### config.mk
export PLATFORM = sky130hd
export DESIGN_NAME = png_header_stream_parser_flat
export DESIGN_NICKNAME = d
export VERILOG_FILES = /design/src/rtl/core/phsp_pkg.sv /design/src/rtl/core/phsp_if.sv /design/src/rtl/core/phsp_tag_match.sv /design/src/rtl/core/png_header_stream_parser.sv /design/src/flat_wrapper.sv
export SDC_FILE = /design/constraint.sdc
export NUM_CORES = 1
export LEC_CHECK = 0
export ABC_AREA = 1
export BUFFER_PORTS_ARGS = -buffer_cell sky130_fd_sc_hd__buf_2
export CAP_MARGIN = 20
export CORE_MARGIN = 4
export CORE_UTILIZATION = 30
export CTS_CLUSTER_SIZE = 28
export DETAILED_ROUTE_END_ITERATION = 16
export HOLD_SLACK_MARGIN = 0.15
export PLACE_DENSITY = 0.47
export SLEW_MARGIN = 20
export SYNTH_ARGS = -nofsm -noshare
export SYNTH_HDL_FRONTEND = slang
export SYNTH_SLANG_ARGS = --single-unit
### constraint.sdc
create_clock -name clk -period 13.9 [get_ports clk]
set_input_delay 0.695 -clock clk [delete_from_list [all_inputs] [get_ports clk]]
set_output_delay 0.695 -clock clk [all_outputs]
set_load 0.01 [all_outputs]
### src/rtl/core/phsp_pkg.sv
// Package for the PNG header stream parser: phase, status and format codes,
// signature and tag tables, and the format classification function.
// No dependencies.
package phsp_pkg;

	typedef enum logic [3:0] {
		PH_IDLE,
		PH_SIG,
		PH_LEN,
		PH_TAG,
		PH_FIELDS,
		PH_PSEARCH,
		PH_PSKIP,
		PH_DSEARCH,
		PH_DONE
	} phase_t;

	typedef enum logic [1:0] {
		ST_OK        = 2'd0,
		ST_BAD_SIG   = 2'd1,
		ST_BAD_TAG   = 2'd2,
		ST_EARLY_END = 2'd3
	} status_t;

	typedef enum logic [1:0] {
		FMT_OK          = 2'd0,
		FMT_UNSUPPORTED = 2'd1,
		FMT_INVALID     = 2'd2
	} fmt_t;

	localparam logic [31:0] SIG_END    = 32'd8;
	localparam logic [31:0] LEN_END    = 32'd12;
	localparam logic [31:0] TAG_END    = 32'd16;
	localparam logic [31:0] FIELDS_END = 32'd29;
	localparam logic [7:0]  PALETTE_TYPE = 8'd3;
	localparam logic [7:0]  DEPTH_OK     = 8'd8;

	localparam logic [7:0] SIG_TAB [8] = '{8'h89, 8'h50, 8'h4E, 8'h47,
		8'h0D, 8'h0A, 8'h1A, 8'h0A};
	localparam logic [7:0] IHDR_TAB [4] = '{8'h49, 8'h48, 8'h44, 8'h52};
	localparam logic [7:0] IDAT_TAB [4] = '{8'h49, 8'h44, 8'h41, 8'h54};
	localparam logic [7:0] PLTE_TAB [4] = '{8'h50, 8'h4C, 8'h54, 8'h45};

	function automatic fmt_t classify(input logic [7:0] depth, input logic [7:0] ctype);
		fmt_t f;
		if (depth != DEPTH_OK) begin
			f = FMT_UNSUPPORTED;
		end else if (ctype == 8'd0 || ctype == 8'd2 || ctype == 8'd3) begin
			f = FMT_OK;
		end else if (ctype == 8'd4 || ctype == 8'd6) begin
			f = FMT_UNSUPPORTED;
		end else begin
			f = FMT_INVALID;
		end
		return f;
	endfunction

endpackage

### src/rtl/core/phsp_if.sv
// Stream interfaces of the PNG header stream parser: byte beats in,
// header result beats out. Depends on nothing.
interface phsp_in_if;
	logic       valid;
	logic       ready;
	logic [7:0] data_byte;
	logic       first_of_file;
	logic       end_of_file;

	modport source(output valid, data_byte, first_of_file, end_of_file, input ready);
	modport sink(input valid, data_byte, first_of_file, end_of_file, output ready);
endinterface

interface phsp_out_if;
	logic        valid;
	logic        ready;
	logic [1:0]  status;
	logic [1:0]  format_status;
	logic [31:0] image_width;
	logic [31:0] image_height;
	logic [7:0]  bit_depth;
	logic [7:0]  colour_type;
	logic [7:0]  compression_method;
	logic [7:0]  filter_method;
	logic [7:0]  interlace_method;
	logic [31:0] palette_length;
	logic [31:0] data_length;

	modport source(output valid, status, format_status, image_width, image_height,
		bit_depth, colour_type, compression_method, filter_method, interlace_method,
		palette_length, data_length, input ready);
	modport sink(input valid, status, format_status, image_width, image_height,
		bit_depth, colour_type, compression_method, filter_method, interlace_method,
		palette_length, data_length, output ready);
endinterface

### src/rtl/core/phsp_tag_match.sv
// Four-byte chunk tag matcher for the PLTE and IDAT searches.
// Depends on phsp_pkg.
module phsp_tag_match (
	input  logic [1:0] count,
	input  logic [7:0] data_byte,
	input  logic       sel_idat,
	output logic [1:0] count_next,
	output logic       hit
);
	import phsp_pkg::*;

	logic [7:0] tab_cur;
	logic [7:0] tab_first;
	logic       eq_cur;

	always_comb begin
		tab_cur   = sel_idat ? IDAT_TAB[count] : PLTE_TAB[count];
		tab_first = sel_idat ? IDAT_TAB[0] : PLTE_TAB[0];
		eq_cur    = (data_byte == tab_cur);
		hit       = eq_cur && (count == 2'd3);
		if (eq_cur) begin
			count_next = count + 2'd1;
		end else begin
			count_next = (data_byte == tab_first) ? 2'd1 : 2'd0;
		end
	end
endmodule

### src/rtl/core/png_header_stream_parser.sv
// PNG header stream parser: top level with input stage, parse logic and
// result register. Depends on phsp_pkg, phsp_if and phsp_tag_match.
//
// Usage:
//   stream carries one file byte per beat; first_of_file restarts parsing
//   on that byte, end_of_file marks the last byte. Bytes seen while idle or
//   after a result, without first_of_file, are dropped.
//   result carries at most one beat per file: success at the last IDAT tag
//   byte, or the first error, or an early end at the end_of_file byte.
// Order: the byte beat that causes a result is held in the input register,
//   and the result is then captured in the result register.
// Throughput: one byte per cycle unless a result is stalled; the parse step is
//   one compare, shift or 32-bit decrement between input and result registers.
// Stall: while a result waits on result.ready, the input register holds its
//   byte and stream.ready drops once that register is full.
// Reset: arst_n clears all parse state to idle and empties both registers;
//   the first byte after reset must carry first_of_file.
module png_header_stream_parser (
	input logic          clk,
	input logic          arst_n,
	phsp_in_if.sink      stream,
	phsp_out_if.source   result
);
	import phsp_pkg::*;

	logic        valid_s1;
	logic [7:0]  byte_s1;
	logic        first_s1;
	logic        last_s1;

	phase_t      phase_q;
	logic [31:0] cnt_q;
	logic [55:0] recent_q;
	logic [1:0]  tmc_q;
	logic [31:0] width_q;
	logic [31:0] height_q;
	logic [39:0] hdr_q;
	logic [31:0] plen_q;

	phase_t      cur_phase, nxt_phase;
	logic [31:0] cur_cnt, nxt_cnt;
	logic [55:0] cur_recent, nxt_recent;
	logic [1:0]  cur_tmc, nxt_tmc;
	logic [31:0] cur_width, nxt_width;
	logic [31:0] cur_height, nxt_height;
	logic [39:0] cur_hdr, nxt_hdr;
	logic [31:0] cur_plen, nxt_plen;
	logic [63:0] shifted;
	logic [31:0] len_word;
	logic        active;
	logic        res_valid;
	status_t     res_status;
	fmt_t        res_fmt;
	logic [31:0] res_dlen;
	logic [1:0]  tag_cnt_next;
	logic        tag_hit;
	logic        proc_en;

	logic        out_valid_q;
	logic [1:0]  out_status_q;
	logic [1:0]  out_fmt_q;
	logic [31:0] out_width_q;
	logic [31:0] out_height_q;
	logic [39:0] out_hdr_q;
	logic [31:0] out_plen_q;
	logic [31:0] out_dlen_q;

	assign proc_en      = valid_s1 && (!out_valid_q || result.ready);
	assign stream.ready = !valid_s1 || proc_en;

	always_ff @(posedge clk or negedge arst_n) begin
		if (!arst_n) begin
			valid_s1 <= 1'b0;
		end else if (stream.ready) begin
			valid_s1 <= stream.valid;
		end
	end

	always_ff @(posedge clk) begin
		if (stream.ready && stream.valid) begin
			byte_s1  <= stream.data_byte;
			first_s1 <= stream.first_of_file;
			last_s1  <= stream.end_of_file;
		end
	end

	phsp_tag_match u_tag (
		.count      (cur_tmc),
		.data_byte  (byte_s1),
		.sel_idat   (cur_phase == PH_DSEARCH),
		.count_next (tag_cnt_next),
		.hit        (tag_hit)
	);

	always_comb begin
		cur_phase  = first_s1 ? PH_SIG : phase_q;
		cur_cnt    = first_s1 ? '0 : cnt_q;
		cur_recent = first_s1 ? '0 : recent_q;
		cur_tmc    = first_s1 ? '0 : tmc_q;
		cur_width  = first_s1 ? '0 : width_q;
		cur_height = first_s1 ? '0 : height_q;
		cur_hdr    = first_s1 ? '0 : hdr_q;
		cur_plen   = first_s1 ? '0 : plen_q;

		nxt_phase  = cur_phase;
		nxt_cnt    = cur_cnt;
		nxt_recent = cur_recent;
		nxt_tmc    = cur_tmc;
		nxt_width  = cur_width;
		nxt_height = cur_height;
		nxt_hdr    = cur_hdr;
		nxt_plen   = cur_plen;
		res_valid  = 1'b0;
		res_status = ST_OK;
		res_dlen   = '0;

		shifted  = {cur_recent, byte_s1};
		len_word = shifted[63:32];
		active   = (cur_phase != PH_IDLE) && (cur_phase != PH_DONE);

		if (active) begin
			nxt_recent = shifted[55:0];
		end

		unique case (cur_phase)
			PH_SIG: begin
				if (byte_s1 != SIG_TAB[cur_cnt[2:0]]) begin
					res_valid  = 1'b1;
					res_status = ST_BAD_SIG;
				end else begin
					nxt_cnt = cur_cnt + 32'd1;
					if (nxt_cnt == SIG_END) begin
						nxt_phase = PH_LEN;
					end
				end
			end
			PH_LEN: begin
				nxt_cnt = cur_cnt + 32'd1;
				if (nxt_cnt == LEN_END) begin
					nxt_phase = PH_TAG;
				end
			end
			PH_TAG: begin
				if (byte_s1 != IHDR_TAB[cur_cnt[1:0]]) begin
					res_valid  = 1'b1;
					res_status = ST_BAD_TAG;
				end else begin
					nxt_cnt = cur_cnt + 32'd1;
					if (nxt_cnt == TAG_END) begin
						nxt_phase = PH_FIELDS;
					end
				end
			end
			PH_FIELDS: begin
				if (cur_cnt[3:0] < 4'd4) begin
					nxt_width = {cur_width[23:0], byte_s1};
				end else if (cur_cnt[3:0] < 4'd8) begin
					nxt_height = {cur_height[23:0], byte_s1};
				end else begin
					nxt_hdr = {cur_hdr[31:0], byte_s1};
				end
				nxt_cnt = cur_cnt + 32'd1;
				if (nxt_cnt == FIELDS_END) begin
					nxt_tmc   = '0;
					nxt_phase = (nxt_hdr[31:24] == PALETTE_TYPE) ? PH_PSEARCH : PH_DSEARCH;
				end
			end
			PH_PSEARCH: begin
				nxt_tmc = tag_hit ? 2'd0 : tag_cnt_next;
				if (tag_hit) begin
					nxt_plen = len_word;
					if (len_word == 32'd0) begin
						nxt_phase = PH_DSEARCH;
					end else begin
						nxt_cnt   = len_word;
						nxt_phase = PH_PSKIP;
					end
				end
			end
			PH_PSKIP: begin
				nxt_cnt = cur_cnt - 32'd1;
				if (nxt_cnt == 32'd0) begin
					nxt_tmc   = '0;
					nxt_phase = PH_DSEARCH;
				end
			end
			PH_DSEARCH: begin
				nxt_tmc = tag_hit ? 2'd0 : tag_cnt_next;
				if (tag_hit) begin
					res_valid  = 1'b1;
					res_status = ST_OK;
					res_dlen   = len_word;
				end
			end
			PH_IDLE, PH_DONE: begin
			end
			default: begin
			end
		endcase

		if (active && !res_valid && last_s1) begin
			res_valid  = 1'b1;
			res_status = ST_EARLY_END;
		end
		if (res_valid) begin
			nxt_phase = PH_DONE;
		end
	end

	always_comb begin
		res_fmt = (res_status == ST_OK) ? classify(nxt_hdr[39:32], nxt_hdr[31:24]) : FMT_OK;
	end

	always_ff @(posedge clk or negedge arst_n) begin
		if (!arst_n) begin
			phase_q  <= PH_IDLE;
			cnt_q    <= '0;
			recent_q <= '0;
			tmc_q    <= '0;
			width_q  <= '0;
			height_q <= '0;
			hdr_q    <= '0;
			plen_q   <= '0;
		end else if (proc_en) begin
			phase_q  <= nxt_phase;
			cnt_q    <= nxt_cnt;
			recent_q <= nxt_recent;
			tmc_q    <= nxt_tmc;
			width_q  <= nxt_width;
			height_q <= nxt_height;
			hdr_q    <= nxt_hdr;
			plen_q   <= nxt_plen;
		end
	end

	always_ff @(posedge clk or negedge arst_n) begin
		if (!arst_n) begin
			out_valid_q <= 1'b0;
		end else if (proc_en && res_valid) begin
			out_valid_q <= 1'b1;
		end else if (result.ready) begin
			out_valid_q <= 1'b0;
		end
	end

	always_ff @(posedge clk) begin
		if (proc_en && res_valid) begin
			out_status_q <= res_status;
			out_fmt_q    <= res_fmt;
			out_width_q  <= nxt_width;
			out_height_q <= nxt_height;
			out_hdr_q    <= nxt_hdr;
			out_plen_q   <= nxt_plen;
			out_dlen_q   <= res_dlen;
		end
	end

	assign result.valid              = out_valid_q;
	assign result.status             = out_status_q;
	assign result.format_status      = out_fmt_q;
	assign result.image_width        = out_width_q;
	assign result.image_height       = out_height_q;
	assign result.bit_depth          = out_hdr_q[39:32];
	assign result.colour_type        = out_hdr_q[31:24];
	assign result.compression_method = out_hdr_q[23:16];
	assign result.filter_method      = out_hdr_q[15:8];
	assign result.interlace_method   = out_hdr_q[7:0];
	assign result.palette_length     = out_plen_q;
	assign result.data_length        = out_dlen_q;
endmodule

### src/flat_wrapper.sv
// flat-port wrapper written by rule: the top's interface ports become plain ports
module png_header_stream_parser_flat import phsp_pkg::*;
  (clk, arst_n, stream_valid, stream_data_byte, stream_first_of_file, stream_end_of_file, stream_ready, result_valid, result_status, result_format_status, result_image_width, result_image_height, result_bit_depth, result_colour_type, result_compression_method, result_filter_method, result_interlace_method, result_palette_length, result_data_length, result_ready);
  phsp_in_if stream_i ();
  phsp_out_if result_i ();
  input logic clk;
  input logic arst_n;
  input wire logic [$bits(stream_i.valid)-1:0] stream_valid;
  input wire logic [$bits(stream_i.data_byte)-1:0] stream_data_byte;
  input wire logic [$bits(stream_i.first_of_file)-1:0] stream_first_of_file;
  input wire logic [$bits(stream_i.end_of_file)-1:0] stream_end_of_file;
  output wire logic [$bits(stream_i.ready)-1:0] stream_ready;
  output wire logic [$bits(result_i.valid)-1:0] result_valid;
  output wire logic [$bits(result_i.status)-1:0] result_status;
  output wire logic [$bits(result_i.format_status)-1:0] result_format_status;
  output wire logic [$bits(result_i.image_width)-1:0] result_image_width;
  output wire logic [$bits(result_i.image_height)-1:0] result_image_height;
  output wire logic [$bits(result_i.bit_depth)-1:0] result_bit_depth;
  output wire logic [$bits(result_i.colour_type)-1:0] result_colour_type;
  output wire logic [$bits(result_i.compression_method)-1:0] result_compression_method;
  output wire logic [$bits(result_i.filter_method)-1:0] result_filter_method;
  output wire logic [$bits(result_i.interlace_method)-1:0] result_interlace_method;
  output wire logic [$bits(result_i.palette_length)-1:0] result_palette_length;
  output wire logic [$bits(result_i.data_length)-1:0] result_data_length;
  input wire logic [$bits(result_i.ready)-1:0] result_ready;
  assign stream_i.valid = stream_valid;
  assign stream_i.data_byte = stream_data_byte;
  assign stream_i.first_of_file = stream_first_of_file;
  assign stream_i.end_of_file = stream_end_of_file;
  assign stream_ready = stream_i.ready;
  assign result_valid = result_i.valid;
  assign result_status = result_i.status;
  assign result_format_status = result_i.format_status;
  assign result_image_width = result_i.image_width;
  assign result_image_height = result_i.image_height;
  assign result_bit_depth = result_i.bit_depth;
  assign result_colour_type = result_i.colour_type;
  assign result_compression_method = result_i.compression_method;
  assign result_filter_method = result_i.filter_method;
  assign result_interlace_method = result_i.interlace_method;
  assign result_palette_length = result_i.palette_length;
  assign result_data_length = result_i.data_length;
  assign result_i.ready = result_ready;
  png_header_stream_parser u_core (.clk(clk), .arst_n(arst_n), .stream(stream_i), .result(result_i));
endmodule
# After elaboration in Yosys (flattened, before gate mapping)
# Memories as Yosys holds them, arrays and structs flattened.
# Index checks and enable logic that the tools add are counted.
# W data, S select, Z words.
# totals
out_inout_bits	174
in_bits	14
elab_cells	152
mem_bits_ro	64
regBits	414
memories	1
# memory_table
memory	words	width	rd	rd_ports_with_merged_regs	write_ports	line	source
(no name shown)	8	8	1	0	0	png_header_stream_parser.sv:127	if (byte_s1 != SIG_TAB[cur_cnt[2:0]]) begin
# op_classes
n_bitwise	4
addsub	3
n_lt_le_gt_ge	5
n_eq_ne	23
n_reduce_logical	25
n_mux	70
# ops
cell	count
$mux W32	15
$mux W40	5
$pmux W32 S5	1
$mux W56	2
$mux W8	9
$eq A32 B4 Y1 const B	2
$eq A32 B5 Y1 const B	2
$logic_not A32 Y1	2
$bmux W8 S2	3
$mux W4	10
$add A32 B1 Y32 const B	1
$sub A32 B1 Y32 const B	1
$eq A8 B2 Y1 const B	3
$pmux W4 S6	1
$mux W2	9
$eq A4 B3 Y1 const B	4
$eq A8 B3 Y1 const B	2
$ne A8 B8 Y1	2
$mux W1	11
$eq A4 B2 Y1 const B	2
$eq A8 B7 Y1	1
$eq A8 B8 Y1	1
$logic_not A8 Y1	1
$ne A8 B4 Y1 const B	1
24 further kinds	39

# Depth between registers and ports, before layout
# Gate-level depths: netlist of the first run.
# depth
word_depth	17
mapped_depth	23
mapped_depth_nobuf	22

# Hierarchy
# Synthesis of the first run repeated with hierarchy kept, for this count alone.
# unflattened
hier_cells	2693
area_unflattened_um2	21439.3
# modules_own_cells
module	area_each_um2	instances	seq_area_each_um2	cells_each
png_header_stream_parser	21107.7	1	11270.8	2625
phsp_tag_match	331.6	1	0.0	68

# Worst setup path after synthesis of the first run
# No wires, ideal clock.
# synth_timing
path_type	register -> register
from	reg u_core.first_s1
to	reg u_core.out_hdr_q[0] (enable)
setup_time_ns	0.524
stages_incl_launch_ff	21
setup_slack_ns	7.043
period_less_slack_ns	6.857
n_path_buf	4
required_time_ns	13.376
arrival_ns	6.333
path_cell_list	edfxtp_1 > inv_4 > buf_4 > buf_2 > clkbuf_1 > nand2_1 > inv_1 > ha_1 > clkbuf_1 > inv_1 > nand2_1 > nand2_1 > xor2_2 > nand3_2 > nor2_4 > nand2_1 > nor2_1 > nor2_2 > nand2_1 > nand2_1 > inv_1
# synth_via
elab_chain_len	15
elab_cells_between_ends	39
cone_classes	8 x eq/ne; 20 x mux; 3 x bitwise; 7 x reduce/logical; 1 x memory
# synth_lines
item	line	source
start, declared	png_header_stream_parser.sv:28	logic first_s1;
start signal, assigned	png_header_stream_parser.sv:82	first_s1 <= stream.first_of_file;
$mux W2	png_header_stream_parser.sv:99	cur_tmc = first_s1 ? '0 : tmc_q;
$not A2 Y3 (implied by the code)	phsp_tag_match.sv:17	tab_cur = sel_idat ? IDAT_TAB[count] : PLTE_TAB[count];
$bmux W8 S2	phsp_tag_match.sv:17	
$mux W8 (implied by the code) (2 in a row)	phsp_tag_match.sv:17	
$mux W8	phsp_tag_match.sv:17	
$eq A8 B8 Y1	phsp_tag_match.sv:19	eq_cur = (data_byte == tab_cur);
$logic_and A1 B1 Y1	phsp_tag_match.sv:20	hit = eq_cur && (count == 2'd3);
$mux W1	png_header_stream_parser.sv:189	if (tag_hit) begin
$pmux W1 S3	png_header_stream_parser.sv:125	unique case (cur_phase)
$logic_not A1 Y1	png_header_stream_parser.sv:201	if (active && !res_valid && last_s1) begin
$logic_and A1 B1 Y1 (2 in a row)	png_header_stream_parser.sv:201	
$mux W1 (*)	png_header_stream_parser.sv:201	
$logic_and A1 B1 Y1 (*)	png_header_stream_parser.sv:247	if (proc_en && res_valid) begin
end signal, assigned	png_header_stream_parser.sv:252	out_hdr_q <= nxt_hdr;
end, declared	png_header_stream_parser.sv:64	logic [39:0] out_hdr_q;
# Every way passes the cells marked *; elsewhere a longest branch is shown, timed or not. The select of a mux whose other input is x is not followed.
# A chain may end at the register's enable or synchronous reset.

# Worst setup path in the final report of the first run
# layout_timing
from	reg u_core.first_s1
to	reg u_core.out_plen_q[31], in the netlist u_core.result.palette_length[31] (enable)
# layout_via
elab_chain_len	15
elab_cells_between_ends	39
cone_classes	8 x eq/ne; 20 x mux; 3 x bitwise; 7 x reduce/logical; 1 x memory
# layout_lines
item	line	source
$mux W2	png_header_stream_parser.sv:99	
$not A2 Y3 (implied by the code)	phsp_tag_match.sv:17	
$bmux W8 S2	phsp_tag_match.sv:17	
$mux W8 (implied by the code) (2 in a row)	phsp_tag_match.sv:17	
$mux W8	phsp_tag_match.sv:17	
$eq A8 B8 Y1	phsp_tag_match.sv:19	
$logic_and A1 B1 Y1	phsp_tag_match.sv:20	
$mux W1	png_header_stream_parser.sv:189	
$pmux W1 S3	png_header_stream_parser.sv:125	
$logic_not A1 Y1	png_header_stream_parser.sv:201	
$logic_and A1 B1 Y1 (2 in a row)	png_header_stream_parser.sv:201	
$mux W1 (*)	png_header_stream_parser.sv:201	
$logic_and A1 B1 Y1 (*)	png_header_stream_parser.sv:247	
end signal, assigned	png_header_stream_parser.sv:253	out_plen_q <= nxt_plen;
end, declared	png_header_stream_parser.sv:65	logic [31:0] out_plen_q;
# Marks and branches as above.

==> flow_metrics.tcl, run 1 <==
set metrics [dict create \
    synthTopCellsByArea "dfrtp_1 26%, edfxtp_1 25%, nand2_1 15%, o21ai_0 5.4%, nor2_1 5.2%" \
    syn_inst 2850 \
    synth-seq-cells 414 \
    hold_viol 0 \
    clockBufferDepth 3 \
    synth-async-reset-ratio 0.560 \
    critPathSlowestCell "buf_4" \
    power_switching_mw 1.74 \
    grt_pass1_wl_um 116000 \
    htree_levels 2 \
    grt_pass1_vias 19200 \
    ir_worst_vdd_mv 0.105 \
    final_layout_size_suffix_gt1_frac 0.119 \
    port-buffer-count 187 \
    max_cap_violations 0 \
    dieHeight_um 280 \
    synth_top_area_frac 0.262 \
    multi_input_area_um2 9220 \
    core_region_area_um2 73100 \
    routed_via_density 5.01 \
    cts_tree "built" \
    worstSetupPathType "register to register" \
    cts_resized 0 \
    holdWs_ns 0.291 \
    dpl_worst_slack_ns 8.09 \
    combinationalPowerShare 0.338 \
    synth_area_um2 22200 \
    clock-sinks 414 \
    fin_tns_setup_ns 0 \
    grt_max_degree 167 \
    ctsHoldBuffers 1 \
    layout.nets 2992 \
    min_path_cells 1 \
    vias 19900 \
    crit_path_start_kind "register" \
    setup_violations 0 \
    synth_ff_type "dfrtp_1" \
    p_int_mw 2.65 \
    post_drt_wl_per_cell_um 19.2 \
    synth_cell_types 52 \
    path_clk_slew_ns 0.06 \
    fin_ws_ns 8.06 \
    track_usage 0.189 \
    finalMaxSlewViolations 0 \
    fillers 7811 \
    cts_setup_buffers 0 \
    layout.area.seq_um2 11300 \
    yosysTopAreaCell "dfrtp_1" \
    die-area_um2 78300 \
    max_stage_delay_ns 0.77 \
    crit_required_ns 14.11 \
    antenna_found_initial 0 \
    min_period_ns 5.84 \
    gp_congestion 0.924 \
    drtPass1Iterations 5 \
    tightestPinTransition_ns 1.14 \
    r2r-end "u_core.result.palette_length[31]" \
    drc_errors 0 \
    p_leak_nw 11.5 \
    routed_wl_um 76200 \
    fin_worst_skew_ns 0.0157 \
    dieWidth_um 280 \
    power.density_nw_per_um2 172 \
    cts_buffers 48 \
    initial_core_util 0.303 \
    cp_max_fo 113 \
    r2r_cells 19 \
    rsz0062_at_grt "false" \
    worstSetupStartpoint "u_core.first_s1" \
    clockPowerShare 0.279 \
    outcome "complete, no violations" \
    synthMostInstantiatedCell "nand2_1" \
    seq_area_frac_synth 0.509 \
    antennaDiodeCount 0 \
    cp.arrival_ns 6.06 \
    crit_path_end_kind "register" \
    postRouteAntennaNets 0 \
    fin_crit_sh 0.420 \
    crit_path_cell_trace "buf_12 > inv_6 > buf_4 > nand2_1 > ha_1 > inv_1 > ha_1 > xnor2_1 > and2_1 > nand2_1 > nor2_1 > nand4_1 > nand2_2 > nand2_2 > nor2_2 > nand2_1 > nand2_1 > inv_6 > buf_4" \
    max_freq_mhz 171 \
    power.share.sequential 0.383 \
    synth_commonest_cells "864 x nand2_1, 305 x nor2_1, 269 x inv_1" \
    crit_top_cell "nand2_1" \
    synthesis.nets 2873 \
    timing.rr.start "u_core.first_s1" \
    drt_iter0_drc 1649 \
    synth_warnings 0 \
    syn_avg_cell_area_um2 7.77 \
    overflow 0 \
    cts_root_buffer "clkbuf_16" \
    slew_headroom 0.241 \
    min_path_type "primary input to register" \
    endpoint "u_core.result.palette_length[31]" \
    p_sw_frac 0.396 \
    rows 99 \
    ios 188 \
    dpl.hpwl_um 53800 \
    clk_latency_ns 0.59 \
    areaGrowthSynthToFinish_pct 14.8 \
    synth_edf_count 182 \
    reg2reg_setup_slack_ns 8.06 \
]
[sequential cells by signal, indices dropped and copies added, names as in the netlist, 4 cells and up]
register                      cells
u_core.byte_s1                    8
u_core.hdr_q                     40
u_core.phase_q                    4
u_core.recent_q                  56
u_core.width_q                   32
u_core.result.image_width        32
u_core.result.data_length        32
u_core.plen_q                    32
u_core.cnt_q                     32
u_core.out_hdr_q                 40
u_core.height_q                  32
u_core.result.palette_length     32
u_core.result.image_height       32
[critical path, delay by kind of cell (launching register included)]
| family | cells | cell delay, ns |
|---|---|---|
| flops | 1 | 0.41 |
| fa+ha+maj | 2 | 0.59 |
| xor+xnor | 1 | 0.07 |
| simple gates | 10 | 1.43 |
| buf+inv | 6 | 2.75 |
[area by class of cell]
class | count | share of cell area
Clock buffer | 70 | 0.0533
Clock inverter | 20 | 0.00654
Multi-Input combinational cell | 2013 | 0.362
Tap cell | 959 | 0.0472
Timing Repair Buffer | 209 | 0.0452
Sequential cell | 414 | 0.443
Inverter | 283 | 0.0424
[cells by family (layout without fill, tap and decap cells)]
| kind of cell | after synthesis | after routing | share of synthesized area |
|---|---|---|---|
| AOI/OAI and AO/OA | 477 | 477 | 0.118 |
| adders and majority gates | 9 | 9 | 0.00508 |
| DFF | 414 | 414 | 0.509 |
| and+or+nand+nor | 1517 | 1517 | 0.288 |
| xor gates and xnor gates | 10 | 10 | 0.00429 |
| buffers and inverters | 423 | 582 | 0.0765 |
[per-stage QoR]
stage	utilization	cells	instance area [um^2]	total power, mW
5_1_grt	0.348	3968	25400	4.67
3_3_place_gp	0.327	3876	23900	3.17
4_1_cts	0.348	3967	25400	4.43
2_1_floorplan	-	2850	22200	2.67
6_report	0.348	3968	25400	4.39
3_5_place_dp	0.327	3876	23900	3.18
[worst min path at each step]
stage | from | slack (ns) | to
floorplan | arst_n | 0.40 | u_core.cnt_q[0]
global placement | u_core.plen_q[23] | 0.46 | u_core.plen_q[23]
detailed placement | u_core.cnt_q[31] | 0.46 | u_core.cnt_q[31]
CTS | stream_data_byte[7] | 0.25 | u_core.byte_s1[7]
global route | stream_data_byte[7] | 0.26 | u_core.byte_s1[7]
finish | stream_data_byte[5] | 0.29 | u_core.byte_s1[5]
[cell usage in the layout (no fill, tap or decap), types with 9 or more instances in the layout]
master and count:
nand2_1 861, nor2_1 304, inv_1 268, o21ai_0 237, dfrtp_1 232, nand3_1 224, buf_2 186, edfxtp_1 182
a21oi_1 125, clkbuf_16 49, nand4_1 36, o21ai_1 30, nor2_2 22, o211ai_1 20, nand2_2 18, buf_4 18
o31ai_1 16, clkbuf_1 16, nor3_1 15, a31oi_1 14, a211oi_1 11, a22oi_1 11, nor2_4 10, inv_2 10
clkinv_2 10, ha_1 9
[per-layer routing]
| metal | vias up | track usage | part of all wire |
|---|---|---|---|
| met3 | 114 | 0.0243 | 0.046 |
| li1 | 9582 | - | - |
| met4 | 0 | 0.0541 | 0.027 |
| met5 | - | 0 | 0 |
| met1 | 9636 | 0.252 | 0.44 |
| met2 | 558 | 0.323 | 0.49 |
[power by group through the flow]
| stage | clock network [mW] | registers, mW | logic (mW) |
|---|---|---|---|
| floorplan | 0 | 1.75 | 0.919 |
| global placement | 0 | 1.70 | 1.47 |
| detailed placement | 0 | 1.70 | 1.48 |
| CTS | 1.26 | 1.68 | 1.48 |
| global route | 1.32 | 1.71 | 1.65 |
| finish | 1.22 | 1.68 | 1.48 |
Power figures use the tool's default switching activity.
==> run 2: changes to the inputs <==
Settings changed: ABC_AREA 1 to 0, PLACE_DENSITY 0.47 to 0.48.
Clock period 13.9 ns to 5.35 ns, I/O delays scaled along.
==> flow_metrics.tcl, run 2 <==
set metrics [dict create \
    outcome "complete, no violations" \
    fin_util 0.356 \
    timing.rr.start "u_core.first_s1" \
    dpl.hpwl_um 47100 \
    cts_root_buffer "clkbuf_16" \
    core_region_area_um2 69200 \
    layout_commonest_cell "nand2_1" \
    reg_top3 "u_core.recent_q: 56 flops, u_core.hdr_q: 40 flops, u_core.out_hdr_q: 40 flops" \
    worstSetupPathType "register to register" \
    rows 96 \
    r2r_cells 14 \
    postRouteAntennaNets 0 \
    synth_cell_types 86 \
    final_area_um2 24600 \
    synthTopCellsByArea "dfrtp_1 28%, edfxtp_1 26%, nand2_1 7.5%, mux2i_1 4.7%, o21ai_0 3.7%" \
    overflow 0 \
    power.density_nw_per_um2 376 \
    synth_warnings 0 \
    dieWidth_um 273 \
    fin_cells 3229 \
    place_inst 3129 \
    cts_buffers 46 \
    min_period_ns 4.35 \
    initial_core_util 0.305 \
    vias 17200 \
    cts_resized 0 \
    post_drt_wl_per_cell_um 22.1 \
    fin_worst_skew_ns 0.0223 \
    placed_area_um2 23000 \
    synth-async-reset-ratio 0.560 \
    finalMaxSlewViolations 0 \
    ios 188 \
    drtPass1Iterations 8 \
    crit_required_ns 5.59 \
    track_usage 0.187 \
    cts_setup_buffers 0 \
    r2r-end "u_core.result.image_width[12]" \
    ctsHoldBuffers 14 \
    grt_max_degree 145 \
    hold_viol 0 \
    synthMostInstantiatedCell "nand2_1" \
    layout.nets 2283 \
    crit_path_start_kind "register" \
    fin_ws_ns 1.00 \
    seq_area_frac_synth 0.534 \
    largest_register_ffs 56 \
    final_layout_size_suffix_gt1_frac 0.166 \
    drt_iter0_drc 1487 \
    gp_congestion 1.00 \
    syn_inst 2144 \
    p_leak_nw 9.59 \
    synth_area_um2 21100 \
    cp_max_fo 53 \
    cp.arrival_ns 4.59 \
    regMostFlops "u_core.recent_q" \
    areaGrowthSynthToFinish_pct 16.8 \
    drc_errors 0 \
    syn_avg_cell_area_um2 9.84 \
    fin_tns_setup_ns 0 \
    max_cap_violations 0 \
    dieHeight_um 273 \
    synthesis.nets 2167 \
    max_freq_mhz 230 \
    reg2reg_setup_slack_ns 1.00 \
    synth_top_area_frac 0.275 \
    antenna_found_initial 0 \
    crit_path_end_kind "register" \
    fin_crit_sh 0.813 \
    yosysTopAreaCell "dfrtp_1" \
    die-area_um2 74600 \
    synth_edf_count 182 \
    synth_ff_type "dfrtp_1" \
    final_cell_mix "419 x nand2_1, 232 x dfrtp_1, 186 x buf_2" \
    routed_wl_um 71200 \
    clock-sinks 414 \
    htree_levels 2 \
    grt_pass1_wl_um 109000 \
    dpl_worst_slack_ns 0.996 \
    holdWs_ns 0.257 \
    clk_latency_ns 0.59 \
    cts_tree "built" \
    grt_pass1_vias 16900 \
    p_total_mw 9.27 \
    rsz0062_at_grt "false" \
    tightestPinTransition_ns 1.10 \
    clockBufferDepth 3 \
    port-buffer-count 187 \
    setup_violations 0 \
    ir_worst_vdd_mv 0.268 \
    synth-seq-cells 414 \
    synth_commonest_cells "422 x nand2_1, 232 x dfrtp_1, 182 x edfxtp_1" \
    min_path_type "primary input to async pin" \
    slew_headroom 0.260 \
    routed_via_density 5.32 \
    path_clk_slew_ns 0.06 \
]
run 2: worst max-delay path, cell delays in order, from the launching register on:
cell	delay, ns
edfxtp_1	0.44
inv_2	0.13
buf_4	0.55
nand2_1	0.24
inv_1	0.18
ha_4	0.20
inv_4	0.05
nor2_2	0.09
a211oi_2	0.05
xnor2_1	0.18
and4bb_1	0.39
nor3b_4	0.29
nor3_4	0.10
nor2_4	0.57
buf_4	0.48
run 2: final cells by class:
cell class              count  area [um^2]
diodes                      1         2.50
clock buffers              59         1240
clock inverters            26          236
fillers                  6974        44500
inverters                  24         92.6
multi-input cells        1523         9100
flip-flops and latches    414        11300
well taps                 931         1160
repair buffers            251         1530
run 2: cell families after synthesis:
| kind of cell | Yosys count | share of synthesized area |
|---|---|---|
| buffers and inverters | 207 | 0.0398 |
| AOI/OAI and AO/OA | 467 | 0.146 |
| DFF | 414 | 0.534 |
| adders and majority gates | 9 | 0.00534 |
| xor gates and xnor gates | 45 | 0.0187 |
| and+or+nand+nor | 878 | 0.196 |
| muxes | 124 | 0.0603 |
run 2: report_power, final:
part	internal, mW	switching, mW	total [mW]
clock	1.79	1.34	3.13
combinational	0.652	1.36	2.01
sequential	3.71	0.421	4.13
total	6.15	3.12	9.27
run 2: worst max path at each step:
stage                    startpoint  slack (ns)  depth (start not counted)                            end
floorplan           u_core.first_s1       -0.09                         16            u_core.out_hdr_q[0]
global placement    u_core.first_s1        1.09                         14  u_core.result.image_width[26]
detailed placement  u_core.first_s1         1.0                         14  u_core.result.image_width[24]
CTS                 u_core.first_s1        0.97                         14  u_core.result.image_width[15]
global route        u_core.first_s1        0.70                         13              u_core.phase_q[0]
finish              u_core.first_s1        1.00                         14  u_core.result.image_width[12]
run 2: per-layer routing:
layer | vias up | GRT usage | share of wire | routed length, um
met2 | 541 | 0.301 | 0.46 | 32900
met4 | 0 | 0.0595 | 0.031 | 2210
met3 | 114 | 0.0276 | 0.059 | 4200
li1 | 7983 | - | - | -
met5 | - | 0 | 0 | 0
met1 | 8550 | 0.259 | 0.45 | 32000
==> run 3: changes to the inputs <==
Clock period 5.35 ns to 3.7 ns, I/O delays scaled along.
==> flow_metrics.tcl, run 3 (same netlist as run 2, synthesis figures left out) <==
set metrics [dict create \
    outcome "complete, no violations" \
    rows 96 \
    drtPass1Iterations 5 \
    cts_tree "built" \
    crit_required_ns 4.19 \
    crit_path_end_kind "register" \
    crit_path_start_kind "register" \
    routed_wl_um 75200 \
    critPathSlowestCell "a2111oi_1" \
    cp.arrival_ns 4.14 \
    rsz0062_at_grt "true" \
    post_drt_wl_per_cell_um 22.3 \
    postRouteAntennaNets 0 \
    path_clk_slew_ns 0.06 \
    htree_levels 2 \
    layout_commonest_cell "nand2_1" \
    grt_max_degree 111 \
    tightestPinTransition_ns 1.09 \
    ios 188 \
    min_path_type "primary input to async pin" \
    port-buffer-count 187 \
    gp_congestion 0.940 \
    max_freq_mhz 274 \
    crit_path_cell_trace "buf_12 > and4b_1 > nand4_2 > o21a_1 > a2111oi_1 > nand4_1 > nor4b_4 > buf_4 > nand2_2 > a211o_1 > a221o_1" \
    cp_max_fo 45 \
    dieHeight_um 273 \
    core_region_area_um2 69200 \
    grt_pass1_vias 17600 \
    clockBufferDepth 3 \
    max_stage_delay_ns 0.46 \
    overflow 0 \
    fin_crit_sh 0.985 \
    setup_violations 0 \
    regMostFlops "u_core.recent_q" \
    clk_latency_ns 0.60 \
    final_layout_size_suffix_gt1_frac 0.217 \
    vias 18000 \
    finalMaxSlewViolations 0 \
    p_leak_nw 10.4 \
    drt_iter0_drc 1630 \
    track_usage 0.198 \
    reg2reg_setup_slack_ns 0.06 \
    fin_worst_skew_ns 0.0217 \
    dieWidth_um 273 \
    slew_headroom 0.273 \
    placed_area_um2 24200 \
    fillers 6915 \
    final_cell_mix "418 x nand2_1, 232 x dfrtp_1, 186 x buf_2" \
    grt_pass1_wl_um 114000 \
    cts_buffers 49 \
    antenna_found_initial 0 \
    reg_top3 "u_core.recent_q: 56 flops, u_core.hdr_q: 40 flops, u_core.out_hdr_q: 40 flops" \
    power.density_nw_per_um2 547 \
    cts_root_buffer "clkbuf_16" \
    die-area_um2 74600 \
    antennaDiodeCount 0 \
    dpl.hpwl_um 52500 \
    final_area_um2 26000 \
    p_total_mw 14.2 \
    r2r_cells 11 \
    areaGrowthSynthToFinish_pct 23.4 \
    largest_register_ffs 56 \
    drc_errors 0 \
    initial_core_util 0.305 \
    clock-sinks 414 \
    routed_via_density 5.35 \
    max_cap_violations 0 \
    worstSetupPathType "register to register" \
    min_period_ns 3.64 \
    layout.nets 2420 \
    ir_worst_vdd_mv 0.317 \
    hold_viol 0 \
]
-- run 3: cell count changes in the layout (fill, tap and decap cells not counted), sizes merged --
cell,delta
bufinv,+1
buf,+134
inv,+1
clkinv,-4
diode,-1
clkbuf,+12
clkinvlp,-3
-- run 3: layer usage --
metal  share of wire  vias up  GRT usage  wire length (um)
met3           0.055      111     0.0321              4110
met1            0.46     9043      0.283             34600
met5               0        -          0                 0
met2            0.46      606      0.312             34300
li1                -     8253          -                 -
met4           0.029        0     0.0550              2180
-- run 3: worst max-delay path, delay by kind of cell (launching register included) --
family / cells / cell delay [ns]
compound gates: 4 / 1.36
simple gates: 5 / 1.32
flops: 1 / 0.44
buf+inv: 2 / 0.39
-- run 3: area by class of cell --
| class | instances | area, um^2 | share of cell area |
|---|---|---|---|
| clock buffers | 71 | 1410 | 0.0542 |
| multi-input cells | 1523 | 9150 | 0.352 |
| clock inverters | 21 | 264 | 0.0101 |
| inverters | 24 | 92.6 | 0.00356 |
| repair buffers | 385 | 2670 | 0.103 |
| well taps | 931 | 1160 | 0.0448 |
| flip-flops and latches | 414 | 11300 | 0.433 |
-- run 3: worst paths after layout --
path                                     startpoint                  end
worst min register to register     u_core.hdr_q[35]     u_core.hdr_q[35]
max in group asynchronous                    arst_n      u_core.cnt_q[8]
min in group clk                stream_data_byte[0]    u_core.byte_s1[0]
worst max register to register      u_core.first_s1    u_core.phase_q[0]
worst max-delay path                u_core.first_s1    u_core.phase_q[0]
worst min-delay path                         arst_n  u_core.recent_q[45]
-- run 3: power by group --
| group | internal [mW] | switching [mW] | total, mW | leakage (nW) |
|---|---|---|---|---|
| Sequential | 5.36 | 0.407 | 5.77 | 4.97 |
| Clock | 2.95 | 2.04 | 4.99 | 0.822 |
| Combinational | 1.20 | 2.26 | 3.46 | 4.62 |
-- run 3: metrics by stage --
step	TNS [ns]	worst slack, ns	instances	util	hold WS (ns)
2_1_floorplan	-301.50	-1.74	2144	-	-0.111
3_3_place_gp	-0.0593	-0.0593	3262	0.349	0.325
3_5_place_dp	-0.0360	-0.0360	3262	0.349	0.335
4_1_cts	0	0.00210	3369	0.375	0.295
5_1_grt	-0.0928	-0.0928	3369	0.376	0.288
6_report	0	0.0556	3369	0.376	0.214
-- run 3: repair_timing --
item / CTS / global route
resized for setup: 0 / 12
setup endpoints to repair: 1 / 30
setup buffers: 1 / 0
hold buffers: 14 / 0
hold endpoints to repair: 106 / 0
